==> config.mk <==
export PLATFORM = sky130hd
export DESIGN_NAME = multi_timebase_timer_bank_flat
export DESIGN_NICKNAME = d
export VERILOG_FILES = /design/src/sv/mtb_pkg.sv /design/src/sv/mtb_ifs.sv /design/src/sv/multi_timebase_timer_bank.sv /design/src/sv/mtb_front.sv /design/src/sv/mtb_back.sv /design/src/flat_wrapper.sv
export SDC_FILE = /design/constraint.sdc
export NUM_CORES = 2
export LEC_CHECK = 0
export ABC_AREA = 0
export ABC_CLOCK_PERIOD_IN_PS = 6750
export CORE_UTILIZATION = 58
export DETAILED_ROUTE_END_ITERATION = 16
export DONT_BUFFER_PORTS = 1
export PLACE_DENSITY = 0.76
export SLEW_MARGIN = 25
export SYNTH_ARGS = -nofsm -noshare
export SYNTH_HDL_FRONTEND = slang
export SYNTH_SLANG_ARGS = --single-unit
==> constraint.sdc <==
create_clock -name i_clk -period 6.75 [get_ports i_clk]
set_clock_uncertainty 0.1 [all_clocks]
set_input_delay 1.0125 -clock i_clk [delete_from_list [all_inputs] [get_ports i_clk]]
set_output_delay 1.0125 -clock i_clk [all_outputs]
set_load 0.05 [all_outputs]
==> src/sv/mtb_pkg.sv <==
`timescale 1ns / 1ps
// ============================================================================
// mtb_pkg: shared definitions of the multi time base timer bank
// Bank size, group bounds, field widths and the queued item format.
// ============================================================================
package mtb_pkg;

    // Bank size and group bounds (group ends are exclusive).
    localparam int NUM_TIMERS         = 32;
    localparam int FAST_GROUP_END     = 8;
    localparam int TENS_GROUP_END     = 16;
    localparam int HUNDREDS_GROUP_END = 24;

    // Bounds clipped to the bank size.
    localparam int FAST_END_C  = (FAST_GROUP_END > NUM_TIMERS) ? NUM_TIMERS : FAST_GROUP_END;
    localparam int TENS_END_C  = (TENS_GROUP_END > NUM_TIMERS) ? NUM_TIMERS : TENS_GROUP_END;
    localparam int HUNDS_END_C = (HUNDREDS_GROUP_END > NUM_TIMERS) ? NUM_TIMERS
                                                                   : HUNDREDS_GROUP_END;

    // Field widths.
    localparam int INDEX_W   = 5;
    localparam int PRESET_W  = 16;
    localparam int ELAPSED_W = 15;
    localparam int IDX_W     = $clog2(NUM_TIMERS);

    localparam logic [ELAPSED_W-1:0] ELAPSED_MAX = {ELAPSED_W{1'b1}};
    localparam logic [3:0]           PRESCALE_DIV = 4'd10;

    typedef enum logic [1:0] {
        KIND_TICK,
        KIND_START,
        KIND_STOP,
        KIND_NULL
    } t_kind;

    typedef struct packed {
        t_kind                kind;
        logic [IDX_W-1:0]     idx;
        logic [PRESET_W-1:0]  preset;
    } t_item;

endpackage

==> src/sv/mtb_ifs.sv <==
`timescale 1ns / 1ps
// ============================================================================
// mtb_ifs: request and response channels of the timer bank
// Valid/ready channels; a request moves when valid and ready are both high.
// ============================================================================
interface mtb_req_if;
    logic                          valid;
    logic                          ready;
    logic                          mode;
    logic                          run;
    logic [mtb_pkg::INDEX_W-1:0]   timer_index;
    logic [mtb_pkg::PRESET_W-1:0]  preset;

    modport source (output valid, mode, run, timer_index, preset, input ready);
    modport sink   (input valid, mode, run, timer_index, preset, output ready);
endinterface

interface mtb_rsp_if;
    logic valid;
    logic ready;
    logic done_res;
    logic timer_status;

    modport source (output valid, done_res, timer_status, input ready);
    modport sink   (input valid, done_res, timer_status, output ready);
endinterface

==> src/sv/multi_timebase_timer_bank.sv <==
`timescale 1ns / 1ps
// ============================================================================
// multi_timebase_timer_bank: bank of on-delay timers on four time bases
// Top level: request intake and queue, execution engine, assertions.
// ============================================================================
// Usage: i_req carries one request per handshake. With mode low it is a
// one-millisecond tick, which advances the divide-by-ten prescaler cascade
// and updates every enabled timer in the strobed groups (1, 10, 100 and
// 1000 tick time bases). With mode high it starts, queries or stops the
// timer at timer_index, and exactly one response comes back on o_rsp.
// Ticks give no response.
// A control request passes the request queue, is taken by the engine and
// loads the response register; a query of a running timer first reads the
// timer memory and loads the response from ST_QUERY.
// A tick holds the engine in ST_SCAN, which scans the timer memory one
// entry per cycle through its single read port; that scan sets the tick
// rate limit. Start of an idle timer, stop and requests beyond the bank
// are done in ST_IDLE.
// A two-entry request queue lets the intake keep taking requests while the
// engine scans or waits on a stalled response. When o_rsp is not taken, the
// response register holds and the engine waits before the next control
// request; ticks still proceed. Reset clears all timers, flags and the
// prescalers; no clearing pass is needed since disabled timers are skipped.
// ============================================================================
module multi_timebase_timer_bank (
    input  logic       i_clk,
    input  logic       i_rst_n,
    mtb_req_if.sink    i_req,
    mtb_rsp_if.source  o_rsp
);

    mtb_pkg::t_item item;
    logic           item_valid;
    logic           item_ready;

    // Intake: classifies each request and queues it for the engine.
    mtb_front u_front (
        .i_clk        (i_clk),
        .i_rst_n      (i_rst_n),
        .i_req        (i_req),
        .o_item       (item),
        .o_item_valid (item_valid),
        .i_item_ready (item_ready)
    );

    // Engine: prescalers, timer memory scan, and the response register.
    mtb_back u_back (
        .i_clk        (i_clk),
        .i_rst_n      (i_rst_n),
        .i_item       (item),
        .i_item_valid (item_valid),
        .o_item_ready (item_ready),
        .o_rsp        (o_rsp)
    );

    // The engine takes a control request only when the response slot frees.
    a_ctrl_needs_slot: assert property (@(posedge i_clk) disable iff (!i_rst_n)
        (item_valid && item_ready && (item.kind != mtb_pkg::KIND_TICK))
        |-> (!o_rsp.valid || o_rsp.ready))
        else $error("control request taken while response slot is busy");

    // A tick never produces a response.
    a_tick_silent: assert property (@(posedge i_clk) disable iff (!i_rst_n)
        (item_valid && item_ready && (item.kind == mtb_pkg::KIND_TICK))
        |=> !$rose(o_rsp.valid))
        else $error("response raised by a tick");

    // A new response appears only after a control request was taken.
    a_rsp_has_source: assert property (@(posedge i_clk) disable iff (!i_rst_n)
        $rose(o_rsp.valid) |-> !$past(item_valid && item_ready &&
                                      (item.kind == mtb_pkg::KIND_TICK)))
        else $error("response without a control request");

    // Reset empties the response register.
    a_reset_clears: assert property (@(posedge i_clk)
        !i_rst_n |=> !o_rsp.valid)
        else $error("response valid after reset");

endmodule

==> src/sv/mtb_front.sv <==
`timescale 1ns / 1ps
// ============================================================================
// mtb_front: request intake and classification
// Sorts each request into tick, start, stop or ignored and queues it.
// ============================================================================
module mtb_front (
    input  logic            i_clk,
    input  logic            i_rst_n,
    mtb_req_if.sink         i_req,
    output mtb_pkg::t_item  o_item,
    output logic            o_item_valid,
    input  logic            i_item_ready
);

    localparam int QUEUE_DEPTH = 2;
    localparam int PTR_W       = $clog2(QUEUE_DEPTH);
    localparam int CNT_W       = $clog2(QUEUE_DEPTH + 1);

    mtb_pkg::t_item    r_buf [QUEUE_DEPTH];
    logic [PTR_W-1:0]  r_wr_ptr, n_wr_ptr;
    logic [PTR_W-1:0]  r_rd_ptr, n_rd_ptr;
    logic [CNT_W-1:0]  r_count, n_count;
    mtb_pkg::t_item    class_item;
    logic              push, pop;

    // Classify the incoming request.
    always_comb begin
        class_item.idx    = mtb_pkg::IDX_W'(i_req.timer_index);
        class_item.preset = i_req.preset;
        if (!i_req.mode) begin
            class_item.kind = mtb_pkg::KIND_TICK;
        end else if (int'(i_req.timer_index) >= mtb_pkg::NUM_TIMERS) begin
            class_item.kind = mtb_pkg::KIND_NULL;
        end else if (i_req.run) begin
            class_item.kind = mtb_pkg::KIND_START;
        end else begin
            class_item.kind = mtb_pkg::KIND_STOP;
        end
    end

    assign i_req.ready  = (r_count != CNT_W'(QUEUE_DEPTH));
    assign o_item_valid = (r_count != '0);
    assign o_item       = r_buf[r_rd_ptr];
    assign push         = i_req.valid && i_req.ready;
    assign pop          = o_item_valid && i_item_ready;

    always_comb begin
        n_wr_ptr = push ? PTR_W'(r_wr_ptr + 1'b1) : r_wr_ptr;
        n_rd_ptr = pop  ? PTR_W'(r_rd_ptr + 1'b1) : r_rd_ptr;
        n_count  = r_count;
        if (push && !pop) begin
            n_count = CNT_W'(r_count + 1'b1);
        end else if (pop && !push) begin
            n_count = CNT_W'(r_count - 1'b1);
        end
    end

    always_ff @(posedge i_clk) begin
        if (!i_rst_n) begin
            r_wr_ptr <= '0;
            r_rd_ptr <= '0;
            r_count  <= '0;
        end else begin
            r_wr_ptr <= n_wr_ptr;
            r_rd_ptr <= n_rd_ptr;
            r_count  <= n_count;
        end
    end

    always_ff @(posedge i_clk) begin
        if (push) begin
            r_buf[r_wr_ptr] <= class_item;
        end
    end

endmodule

==> src/sv/mtb_back.sv <==
`timescale 1ns / 1ps
// ============================================================================
// mtb_back: timer execution engine
// Runs the prescaler cascade, scans the timer memory on ticks, and serves
// start, query and stop requests into a registered response.
// ============================================================================
module mtb_back (
    input  logic            i_clk,
    input  logic            i_rst_n,
    input  mtb_pkg::t_item  i_item,
    input  logic            i_item_valid,
    output logic            o_item_ready,
    mtb_rsp_if.source       o_rsp
);

    localparam int N     = mtb_pkg::NUM_TIMERS;
    localparam int IW    = mtb_pkg::IDX_W;
    localparam int EW    = mtb_pkg::ELAPSED_W;
    localparam int PW    = mtb_pkg::PRESET_W;
    localparam int MEM_W = PW + EW;

    typedef enum logic [1:0] {
        ST_IDLE,
        ST_SCAN,
        ST_QUERY
    } t_state;

    // Number of strobed groups that contain timer k in this tick.
    function automatic logic [2:0] serve_count(input logic [IW-1:0] k,
                                               input logic s10, input logic s100,
                                               input logic s1000);
        int         kk;
        logic [2:0] cnt;
        kk  = int'(k);
        cnt = 3'd0;
        if (kk < mtb_pkg::FAST_END_C) cnt = cnt + 3'd1;
        if (s10 && kk >= mtb_pkg::FAST_END_C && kk < mtb_pkg::TENS_END_C) cnt = cnt + 3'd1;
        if (s100 && kk >= mtb_pkg::TENS_END_C && kk < mtb_pkg::HUNDS_END_C) cnt = cnt + 3'd1;
        if (s1000 && kk >= mtb_pkg::HUNDS_END_C) cnt = cnt + 3'd1;
        return cnt;
    endfunction

    // Timer memory: {preset, elapsed} per timer, one write and one read port.
    logic [MEM_W-1:0] r_mem [N];
    logic [MEM_W-1:0] r_rd_data;

    t_state         r_state, n_state;
    logic [IW-1:0]  r_idx, n_idx;
    logic [N-1:0]   r_enabled, n_enabled;
    logic [N-1:0]   r_flag, n_flag;
    logic [3:0]     r_ones, n_ones, r_tens, n_tens, r_hunds, n_hunds;
    logic           r_s10, n_s10, r_s100, n_s100, r_s1000, n_s1000;
    logic           r_out_valid, n_out_valid;
    logic           r_done, n_done;
    logic           r_status, n_status;

    logic              rd_en, wr_en;
    logic [IW-1:0]     rd_addr, wr_addr;
    logic [MEM_W-1:0]  wr_data;
    logic              out_free;

    logic [3:0]     ones_inc, tens_inc, hunds_inc;
    logic           s10, s100, s1000;

    logic [PW-1:0]  cur_pre;
    logic [EW-1:0]  cur_el;
    logic [2:0]     serves;
    logic [PW-1:0]  sum_all, sum_flag;
    logic [EW-1:0]  el_new, el_flag;
    logic           flag_new;

    // Divide-by-ten cascade for the next tick.
    always_comb begin
        ones_inc  = 4'(r_ones + 4'd1);
        s10       = (ones_inc >= mtb_pkg::PRESCALE_DIV);
        tens_inc  = s10 ? 4'(r_tens + 4'd1) : r_tens;
        s100      = (tens_inc >= mtb_pkg::PRESCALE_DIV);
        hunds_inc = s100 ? 4'(r_hunds + 4'd1) : r_hunds;
        s1000     = (hunds_inc >= mtb_pkg::PRESCALE_DIV);
    end

    // Update of the timer whose data was read in the last cycle. The groups do
    // not overlap, so a timer is served at most once per tick.
    always_comb begin
        cur_pre  = r_rd_data[MEM_W-1 -: PW];
        cur_el   = r_rd_data[EW-1:0];
        serves   = serve_count(r_idx, r_s10, r_s100, r_s1000);
        sum_all  = PW'({1'b0, cur_el}) + PW'(serves);
        sum_flag = PW'(sum_all - PW'(1));
        el_new   = (sum_all > PW'(mtb_pkg::ELAPSED_MAX)) ? mtb_pkg::ELAPSED_MAX
                                                        : sum_all[EW-1:0];
        el_flag  = (sum_flag > PW'(mtb_pkg::ELAPSED_MAX)) ? mtb_pkg::ELAPSED_MAX
                                                         : sum_flag[EW-1:0];
        flag_new = (PW'({1'b0, el_flag}) >= cur_pre);
    end

    assign out_free     = !r_out_valid || o_rsp.ready;
    assign o_item_ready = (r_state == ST_IDLE) &&
                          ((i_item.kind == mtb_pkg::KIND_TICK) || out_free);

    always_comb begin
        n_state     = r_state;
        n_idx       = r_idx;
        n_enabled   = r_enabled;
        n_flag      = r_flag;
        n_ones      = r_ones;
        n_tens      = r_tens;
        n_hunds     = r_hunds;
        n_s10       = r_s10;
        n_s100      = r_s100;
        n_s1000     = r_s1000;
        n_out_valid = r_out_valid;
        n_done      = r_done;
        n_status    = r_status;
        rd_en       = 1'b0;
        rd_addr     = r_idx;
        wr_en       = 1'b0;
        wr_addr     = r_idx;
        wr_data     = {cur_pre, el_new};

        if (r_out_valid && o_rsp.ready) begin
            n_out_valid = 1'b0;
        end

        unique case (r_state)
            ST_IDLE: begin
                if (i_item_valid && o_item_ready) begin
                    unique case (i_item.kind)
                        mtb_pkg::KIND_TICK: begin
                            n_ones  = s10 ? 4'd0 : ones_inc;
                            n_tens  = s100 ? 4'd0 : tens_inc;
                            n_hunds = s1000 ? 4'd0 : hunds_inc;
                            n_s10   = s10;
                            n_s100  = s100;
                            n_s1000 = s1000;
                            rd_en   = 1'b1;
                            rd_addr = '0;
                            n_idx   = '0;
                            n_state = ST_SCAN;
                        end
                        mtb_pkg::KIND_START: begin
                            if (r_enabled[i_item.idx]) begin
                                rd_en   = 1'b1;
                                rd_addr = i_item.idx;
                                n_idx   = i_item.idx;
                                n_state = ST_QUERY;
                            end else begin
                                wr_en                = 1'b1;
                                wr_addr              = i_item.idx;
                                wr_data              = {i_item.preset, {EW{1'b0}}};
                                n_enabled[i_item.idx] = 1'b1;
                                n_flag[i_item.idx]    = 1'b0;
                                n_out_valid          = 1'b1;
                                n_done               = 1'b0;
                                n_status             = 1'b0;
                            end
                        end
                        mtb_pkg::KIND_STOP: begin
                            n_enabled[i_item.idx] = 1'b0;
                            n_flag[i_item.idx]    = 1'b0;
                            n_out_valid          = 1'b1;
                            n_done               = 1'b0;
                            n_status             = 1'b0;
                        end
                        mtb_pkg::KIND_NULL: begin
                            n_out_valid = 1'b1;
                            n_done      = 1'b0;
                            n_status    = 1'b0;
                        end
                        default: begin
                            n_state = ST_IDLE;
                        end
                    endcase
                end
            end
            ST_SCAN: begin
                if (r_enabled[r_idx] && (serves != 3'd0)) begin
                    wr_en         = 1'b1;
                    n_flag[r_idx] = flag_new;
                end
                if (r_idx == IW'(N - 1)) begin
                    n_state = ST_IDLE;
                end else begin
                    rd_en   = 1'b1;
                    rd_addr = IW'(r_idx + 1'b1);
                    n_idx   = IW'(r_idx + 1'b1);
                end
            end
            ST_QUERY: begin
                // Read data holds while the response register is full.
                if (out_free) begin
                    n_out_valid = 1'b1;
                    n_done      = (PW'({1'b0, cur_el}) >= cur_pre);
                    n_status    = r_flag[r_idx];
                    n_state     = ST_IDLE;
                end
            end
            default: begin
                n_state = ST_IDLE;
            end
        endcase
    end

    always_ff @(posedge i_clk) begin
        if (!i_rst_n) begin
            r_state     <= ST_IDLE;
            r_idx       <= '0;
            r_enabled   <= '0;
            r_flag      <= '0;
            r_ones      <= '0;
            r_tens      <= '0;
            r_hunds     <= '0;
            r_s10       <= 1'b0;
            r_s100      <= 1'b0;
            r_s1000     <= 1'b0;
            r_out_valid <= 1'b0;
            r_done      <= 1'b0;
            r_status    <= 1'b0;
        end else begin
            r_state     <= n_state;
            r_idx       <= n_idx;
            r_enabled   <= n_enabled;
            r_flag      <= n_flag;
            r_ones      <= n_ones;
            r_tens      <= n_tens;
            r_hunds     <= n_hunds;
            r_s10       <= n_s10;
            r_s100      <= n_s100;
            r_s1000     <= n_s1000;
            r_out_valid <= n_out_valid;
            r_done      <= n_done;
            r_status    <= n_status;
        end
    end

    always_ff @(posedge i_clk) begin
        if (wr_en) begin
            r_mem[wr_addr] <= wr_data;
        end
        if (rd_en) begin
            r_rd_data <= r_mem[rd_addr];
        end
    end

    assign o_rsp.valid        = r_out_valid;
    assign o_rsp.done_res     = r_done;
    assign o_rsp.timer_status = r_status;

endmodule

==> src/flat_wrapper.sv <==
// flat-port wrapper written by rule: the top's interface ports become plain ports
module multi_timebase_timer_bank_flat 
  (i_clk, i_rst_n, i_req_valid, i_req_mode, i_req_run, i_req_timer_index, i_req_preset, i_req_ready, o_rsp_valid, o_rsp_done_res, o_rsp_timer_status, o_rsp_ready);
  mtb_req_if i_req_i ();
  mtb_rsp_if o_rsp_i ();
  input  logic i_clk;
  input  logic i_rst_n;
  input wire logic [$bits(i_req_i.valid)-1:0] i_req_valid;
  input wire logic [$bits(i_req_i.mode)-1:0] i_req_mode;
  input wire logic [$bits(i_req_i.run)-1:0] i_req_run;
  input wire logic [$bits(i_req_i.timer_index)-1:0] i_req_timer_index;
  input wire logic [$bits(i_req_i.preset)-1:0] i_req_preset;
  output wire logic [$bits(i_req_i.ready)-1:0] i_req_ready;
  output wire logic [$bits(o_rsp_i.valid)-1:0] o_rsp_valid;
  output wire logic [$bits(o_rsp_i.done_res)-1:0] o_rsp_done_res;
  output wire logic [$bits(o_rsp_i.timer_status)-1:0] o_rsp_timer_status;
  input wire logic [$bits(o_rsp_i.ready)-1:0] o_rsp_ready;
  assign i_req_i.valid = i_req_valid;
  assign i_req_i.mode = i_req_mode;
  assign i_req_i.run = i_req_run;
  assign i_req_i.timer_index = i_req_timer_index;
  assign i_req_i.preset = i_req_preset;
  assign i_req_ready = i_req_i.ready;
  assign o_rsp_valid = o_rsp_i.valid;
  assign o_rsp_done_res = o_rsp_i.done_res;
  assign o_rsp_timer_status = o_rsp_i.timer_status;
  assign o_rsp_i.ready = o_rsp_ready;
  multi_timebase_timer_bank u_core (.i_clk(i_clk), .i_rst_n(i_rst_n), .i_req(i_req_i), .o_rsp(o_rsp_i));
endmodule
# Word level (Yosys, flattened, before mapping)
# Memories as Yosys holds them, arrays and structs flattened. A register that Yosys moved wholly into a read port is not among the register bits.
# Index checks and enable logic that the tools add are counted.
# totals
output_inout_bits,4
regBits,93
ram_bits,1038
n_memories,2
word_cells,183
# mem_list
memory,depth,width,rd,rd_clocked_by_memory_dff,write_ports,line_no,source
u_core.u_back.r_mem,32,31,1,1,1,mtb_back.sv:44,logic [MEM_W-1:0] r_mem [N];
u_core.u_front.r_buf,2,23,1,1,1,mtb_front.sv:19,mtb_pkg::t_item r_buf [QUEUE_DEPTH];
# op_classes
n_mux,81
n_bitwise,4
add_sub_neg,13
order_cmp,17
n_reduce_logical,33
eq_ne,17
# op_table
operator,n
$pmux 32 s2,3
$mux 32,4
$mux 31,4
$and 32x32->32,2
$mux 5,7
$bwmux 32,1
$ge 15x16->1,2
$gt 16x15->1 const B,2
$not 32->32,1
$or 32x32->32,1
$mux 15,2
$mux 1,27
$mux 4,5
$pmux 5 s2,2
$add 15x3->16,1
$mux 2,8
$pmux 1 s2,8
$sub 16x1->16 const B,1
$bmux 1 s5,3
$reduce_and 5->1,3
$logic_and 1x1->1,14
$add 4x1->4 const B,3
$ge 4x4->1 const B,3
$lt 5x6->1 const B,2
30 further kinds,56

# Longest topological paths before layout
# logic_depth
depth_word,16
ltp_mapped,36
ltp_nobuf,34

# Hierarchy
# A second synthesis with hierarchy kept.
# hier_totals
cells_unflattened,3491
hier_area_um2,49261.0
# modules_own_cells
module,area_per_inst_um2,instances,seq_area_each_um2,cells_per_inst
mtb_back,47355.4,1,32501.2,3394
mtb_front,1905.6,1,1481.4,97

# Least setup slack after synthesis
# OpenSTA, ideal clock, no wires.
# synth_path
path_type,reg-to-reg
start,reg u_core.u_back.r_idx[3]
end,reg u_core.u_back.r_flag[10]
path_slack_ps,493
path_stages_with_launch,33
path_buffers,3
period_less_slack_ps,6257
arrival_time_ps,6035
cell_sequence,dfxtp_1 -> clkbuf_1 -> inv_1 -> nor2_1 -> nand2_1 -> ha_1 -> xnor2_1 -> ha_1 -> mux2_2 -> ha_1 -> a21o_1 -> a21oi_1 -> or2_2 -> nor2_1 -> nand2_1 -> xor2_1 -> nand4_1 -> nor2_1 -> xor2_1 -> clkbuf_1 -> nand2_1 -> ha_1 -> a21o_1 -> a21o_1 -> a21o_1 -> a21o_1 -> a21o_1 -> a211oi_1 -> o21a_1 -> o21ai_1 -> clkbuf_1 -> nand4_1 -> a21boi_1
# synth_via
elab_chain_len,16
word_cells_on_any_way,37
classes_between,add/sub (5); order compare (10); eq/ne (1); mux (12); reduce/logical (9)
# synth_rtl
element,line_no,source
"start, declared",mtb_back.sv:48,"logic [IW-1:0] r_idx, n_idx;"
"start signal, assigned",mtb_back.sv:221,r_idx <= n_idx;
$lt 5x4->1 or $ge 5x4->1 (tied branches),"mtb_back.sv:36, mtb_back.sv:37",
$mux 1 or $logic_and 1x1->1 (tied branches),"mtb_back.sv:36, mtb_back.sv:37",
$add 3x1->3 or $logic_and 1x1->1 (tied branches),mtb_back.sv:37,if (s10 && kk >= mtb_pkg::FAST_END_C && kk < mtb_pkg::TENS_END_C) cnt = cnt + 3'd1;
$mux 3,mtb_back.sv:37,
$add 3x1->3,mtb_back.sv:38,if (s100 && kk >= mtb_pkg::TENS_END_C && kk < mtb_pkg::HUNDS_END_C) cnt = cnt + 3'd1;
$mux 3,mtb_back.sv:38,
$add 3x1->3,mtb_back.sv:39,if (s1000 && kk >= mtb_pkg::HUNDS_END_C) cnt = cnt + 3'd1;
$mux 3,mtb_back.sv:39,
$add 15x3->16,mtb_back.sv:88,"sum_all = PW'({1'b0, cur_el}) + PW'(serves);"
$sub 16x1->16,mtb_back.sv:89,sum_flag = PW'(sum_all - PW'(1));
$gt 16x15->1,mtb_back.sv:92,el_flag = (sum_flag > PW'(mtb_pkg::ELAPSED_MAX)) ? mtb_pkg::ELAPSED_MAX
$mux 15,mtb_back.sv:92,
$ge 15x16->1,mtb_back.sv:94,"flag_new = (PW'({1'b0, el_flag}) >= cur_pre);"
$bwmux 32,mtb_back.sv:179,n_flag[r_idx] = flag_new;
$mux 32,mtb_back.sv:177,if (r_enabled[r_idx] && (serves != 3'd0)) begin
$pmux 32 s2,mtb_back.sv:125,unique case (r_state)
"end signal, assigned",mtb_back.sv:223,r_flag <= n_flag;
"end, declared",mtb_back.sv:50,"logic [N-1:0] r_flag, n_flag;"
# Parallel ways exist; a longest one is shown, timed or not. The select of a mux whose other input is x is not followed.
# A chain may end at the register's enable or synchronous reset.

# Worst setup path in the final report
# layout_path
start,reg u_core.u_back.r_idx[3]
end,reg u_core.u_back.r_flag[13]
# Same word-level chain as after synthesis.

==> impl_metrics.py <==
metrics = {
    "floorplan": {
        "fp.dieH_um": 296,
        "die-area_um2": 87900,
        "start_util_pct": 58.8,
        "die_w_um": 296,
        "core-area_um2": 85500,
        "num_io_pins": 31,
        "num_rows": 107,
    },
    "cells_and_area": {
        "fin_util_pct": 65.8,
        "final_cell_mix": "edfxtp_1, nand2_1, mux2i_1",
        "fin_nets": 3779,
        "syn_to_final_growth_pct": 11.9,
        "drive_above_1_share_pct": 14.6,
        "layout_commonest_cell": "edfxtp_1",
        "antenna_cells": 0,
    },
    "power_and_ir_drop": {
        "power_density_nw_per_um2": 397,
        "total_power_mw": 22.3,
        "ir_worst_vdd_v": 0.000359,
        "power.leakage_nw": 18.0,
    },
    "sta": {
        "finalSetupViolations": 0,
        "hold_viol_final": 0,
        "hold_slack_ns": 0.307,
        "fmax_mhz": 157,
        "relSlewSlack_pct": 26.7,
        "rsz0062_at_grt": "no",
        "drv_slew": 0,
        "worstMarginPinSlew_ns": 1.07,
        "period_share_pct": 94.4,
        "fin_crit_ns": 6.37,
        "setup_tns_ns": 0,
    },
    "global_routing": {
        "antenna_found_initial": 1,
        "grt_usage_pct": 31.0,
        "grt_max_degree": 127,
        "grt-ovfl-total": 0,
        "grt_pass1_wl_um": 202000,
        "grt_pass1_vias": 32174,
    },
    "placement": {
        "hpwl_um": 77200,
        "port_buffers": 0,
        "routabilityCongestion": 0.935,
    },
    "hold_path": {
        "hp-class": "in2reg",
    },
    "worst_setup_path": {
        "path_buf_inv": 3,
        "crit_path_end_kind": "flop",
        "critical_path_class": "reg2reg",
        "cp.arrival_ns": 6.84,
        "critPathSlowestCell": "dfxtp_1",
        "cpMostUsedCell": "a21o_1",
        "critPathLaunchType": "flop",
        "path_max_fanout": 32,
        "required_ns": 7.22,
        "path_delay_family": "compound AO/OA/AOI/OAI gates",
        "slowest_delay_ns": 0.36,
    },
    "drt": {
        "routedWlPerCell_um": 27.7,
        "routed_wl_um": 137000,
        "vias_per_cell": 6.86,
        "drtIter0Drc": 5167,
        "drc": 0,
        "firstDrtPassIters": 10,
        "drtAntennaViolNets": 0,
        "vias": 33888,
    },
    "clock_network": {
        "numCtsBuffers": 113,
        "cts_tree": "built",
        "insertion_delay_ns": 0.70,
        "clkTransAtPathRegs_ns": 0.06,
        "cts_buffer_depth": 3,
        "postCtsHoldBufs": 0,
        "h-tree-depth": 3,
        "root_buffer": "clkbuf_16",
        "cts.sinks": 1163,
    },
    "yosys": {
        "ys_seq_area_share_pct": 67.6,
        "synth_area_um2": 50300,
        "synth_area_per_cell_um2": 13.5,
        "syn_nets": 3812,
        "synth-async-reset-ratio_pct": 0,
        "synth_edf_count": 1069,
        "ys_seq_elements": 1163,
        "postSynthCellCount": 3737,
        "yosys_warnings": 0,
        "synth_cell_types": 71,
        "synth_ff_type": "edfxtp_1",
    },
    "status": {
        "outcome": "complete, no violations",
    },
    "job": {
        "drv_cap": 0,
    },
}
-- worst register-to-register path: cells and delay by family, from the launching register on --
family	cells	cell delay, ns
flops	1	0.36
compound gates	11	1.81
buf+inv	3	0.52
mux	1	0.31
xor+xnor	3	0.70
simple gates	9	1.27
fa+ha+maj	4	1.18
-- layer usage --
layer	part of all wire, %	global-route usage [%]
met5	0	0
met3	11	5.75
met2	47	49.5
met4	4.3	13.2
met1	38	41.9
-- through the flow --
stage / cells / setup WS, ns / area [um^2]
4_1_cts: 4938 / 0.132 / 56200
3_5_place_dp: 4729 / 0.199 / 52500
2_1_floorplan: 3737 / 0.493 / 50300
6_report: 4942 / 0.376 / 56300
3_3_place_gp: 4729 / 0.225 / 52400
5_1_grt: 4942 / 0.0263 / 56300
-- state kept, by name, indices dropped and copies added, names as in the netlist, named ones only --
| signal | cells |
|---|---|
| u_core.u_back.r_ones | 4 |
| u_core.u_back.o_rsp.timer_status | 1 |
| u_core.u_back.o_rsp.done_res | 1 |
| u_core.u_back.o_rsp.valid | 1 |
| u_core.u_back.r_s100 | 1 |
| u_core.u_back.r_tens | 4 |
| u_core.u_front.r_count | 2 |
| u_core.u_back.r_s1000 | 1 |
| u_core.u_back.r_state | 2 |
| u_core.u_front.r_buf | 46 |
| u_core.u_back.r_hunds | 4 |
| u_core.u_back.r_rd_data | 31 |
| u_core.u_back.r_flag | 32 |
| u_core.u_back.r_s10 | 1 |
| u_core.u_back.r_mem | 992 |
| u_core.u_back.r_idx | 5 |
| u_core.u_front.r_rd_ptr | 1 |
| u_core.u_front.r_wr_ptr | 1 |
-- worst paths after layout --
kind,to,startpoint,slack [ns],depth (start not counted)
worst min-delay path,u_core.u_front.r_buf[0][17],i_req_timer_index[1],0.31,0
worst min register to register,u_core.u_back.r_flag[30],u_core.u_back.r_flag[30],0.37,2
worst max register to register,u_core.u_back.r_flag[13],u_core.u_back.r_idx[3],0.38,31
worst max-delay path,u_core.u_back.r_flag[13],u_core.u_back.r_idx[3],0.38,31
-- synthesized netlist by cell type (9+ instances only) --
master | instances | area [um^2]
mux2i_1 | 169 | 1690
nand4_1 | 73 | 457
a22oi_1 | 97 | 728
nand2_1 | 540 | 2030
xor2_1 | 16 | 140
mux2_2 | 128 | 1440
a221oi_1 | 63 | 552
o21a_1 | 35 | 263
nand3_1 | 78 | 390
mux4_2 | 16 | 360
a31oi_1 | 71 | 444
a211oi_1 | 34 | 255
a21boi_0 | 9 | 67.6
nor2_1 | 138 | 518
inv_1 | 32 | 120
o21ai_0 | 149 | 746
buf_2 | 45 | 225
xnor2_1 | 22 | 193
a21oi_1 | 187 | 936
and3_1 | 9 | 56.3
a21boi_1 | 30 | 225
buf_1 | 18 | 67.6
ha_1 | 47 | 588
and2_1 | 23 | 144
dfxtp_1 | 94 | 1880
nor2b_1 | 16 | 100
a222oi_1 | 124 | 1240
nand2b_1 | 13 | 81.3
edfxtp_1 | 1069 | 32100
a311oi_1 | 30 | 263
a32oi_1 | 33 | 289
clkbuf_1 | 217 | 815
a21o_1 | 18 | 135
nor3_1 | 20 | 100
-- cell families (layout without fill, tap and decap cells) --
family,count (synthesis),count (layout),share of synthesized area [%]
DFF,1163,1163,67.6
muxes,315,315,7.00
buffers and inverters,321,382,2.61
xor gates and xnor gates,38,38,0.662
and+or+nand+nor,935,935,8.07
AOI/OAI and AO/OA,917,917,12.9
adders and majority gates,48,48,1.21
-- timing repair --
item	CTS	global route
buffers inserted	0	3
gates resized for setup	0	8
endpoints found under the hold margin	0	0
endpoints found under the setup margin	0	32
-- area by class of cell --
class | count | area [um^2]
clock buffers | 144 | 3010
clock inverters | 65 | 702
fillers | 5862 | 29300
inverters | 32 | 120
multi-input cells | 2253 | 15600
flip-flops and latches | 1163 | 34000
well taps | 1144 | 1430
repair buffers | 141 | 1400
-- report_power, final --
part | internal (mW) | leakage, nW | switching, mW
Combinational | 1.82 | 5.76 | 4.37
Sequential | 9.54 | 10.4 | 0.291
Clock | 3.64 | 1.79 | 2.69
Power figures use the tool's default switching activity.
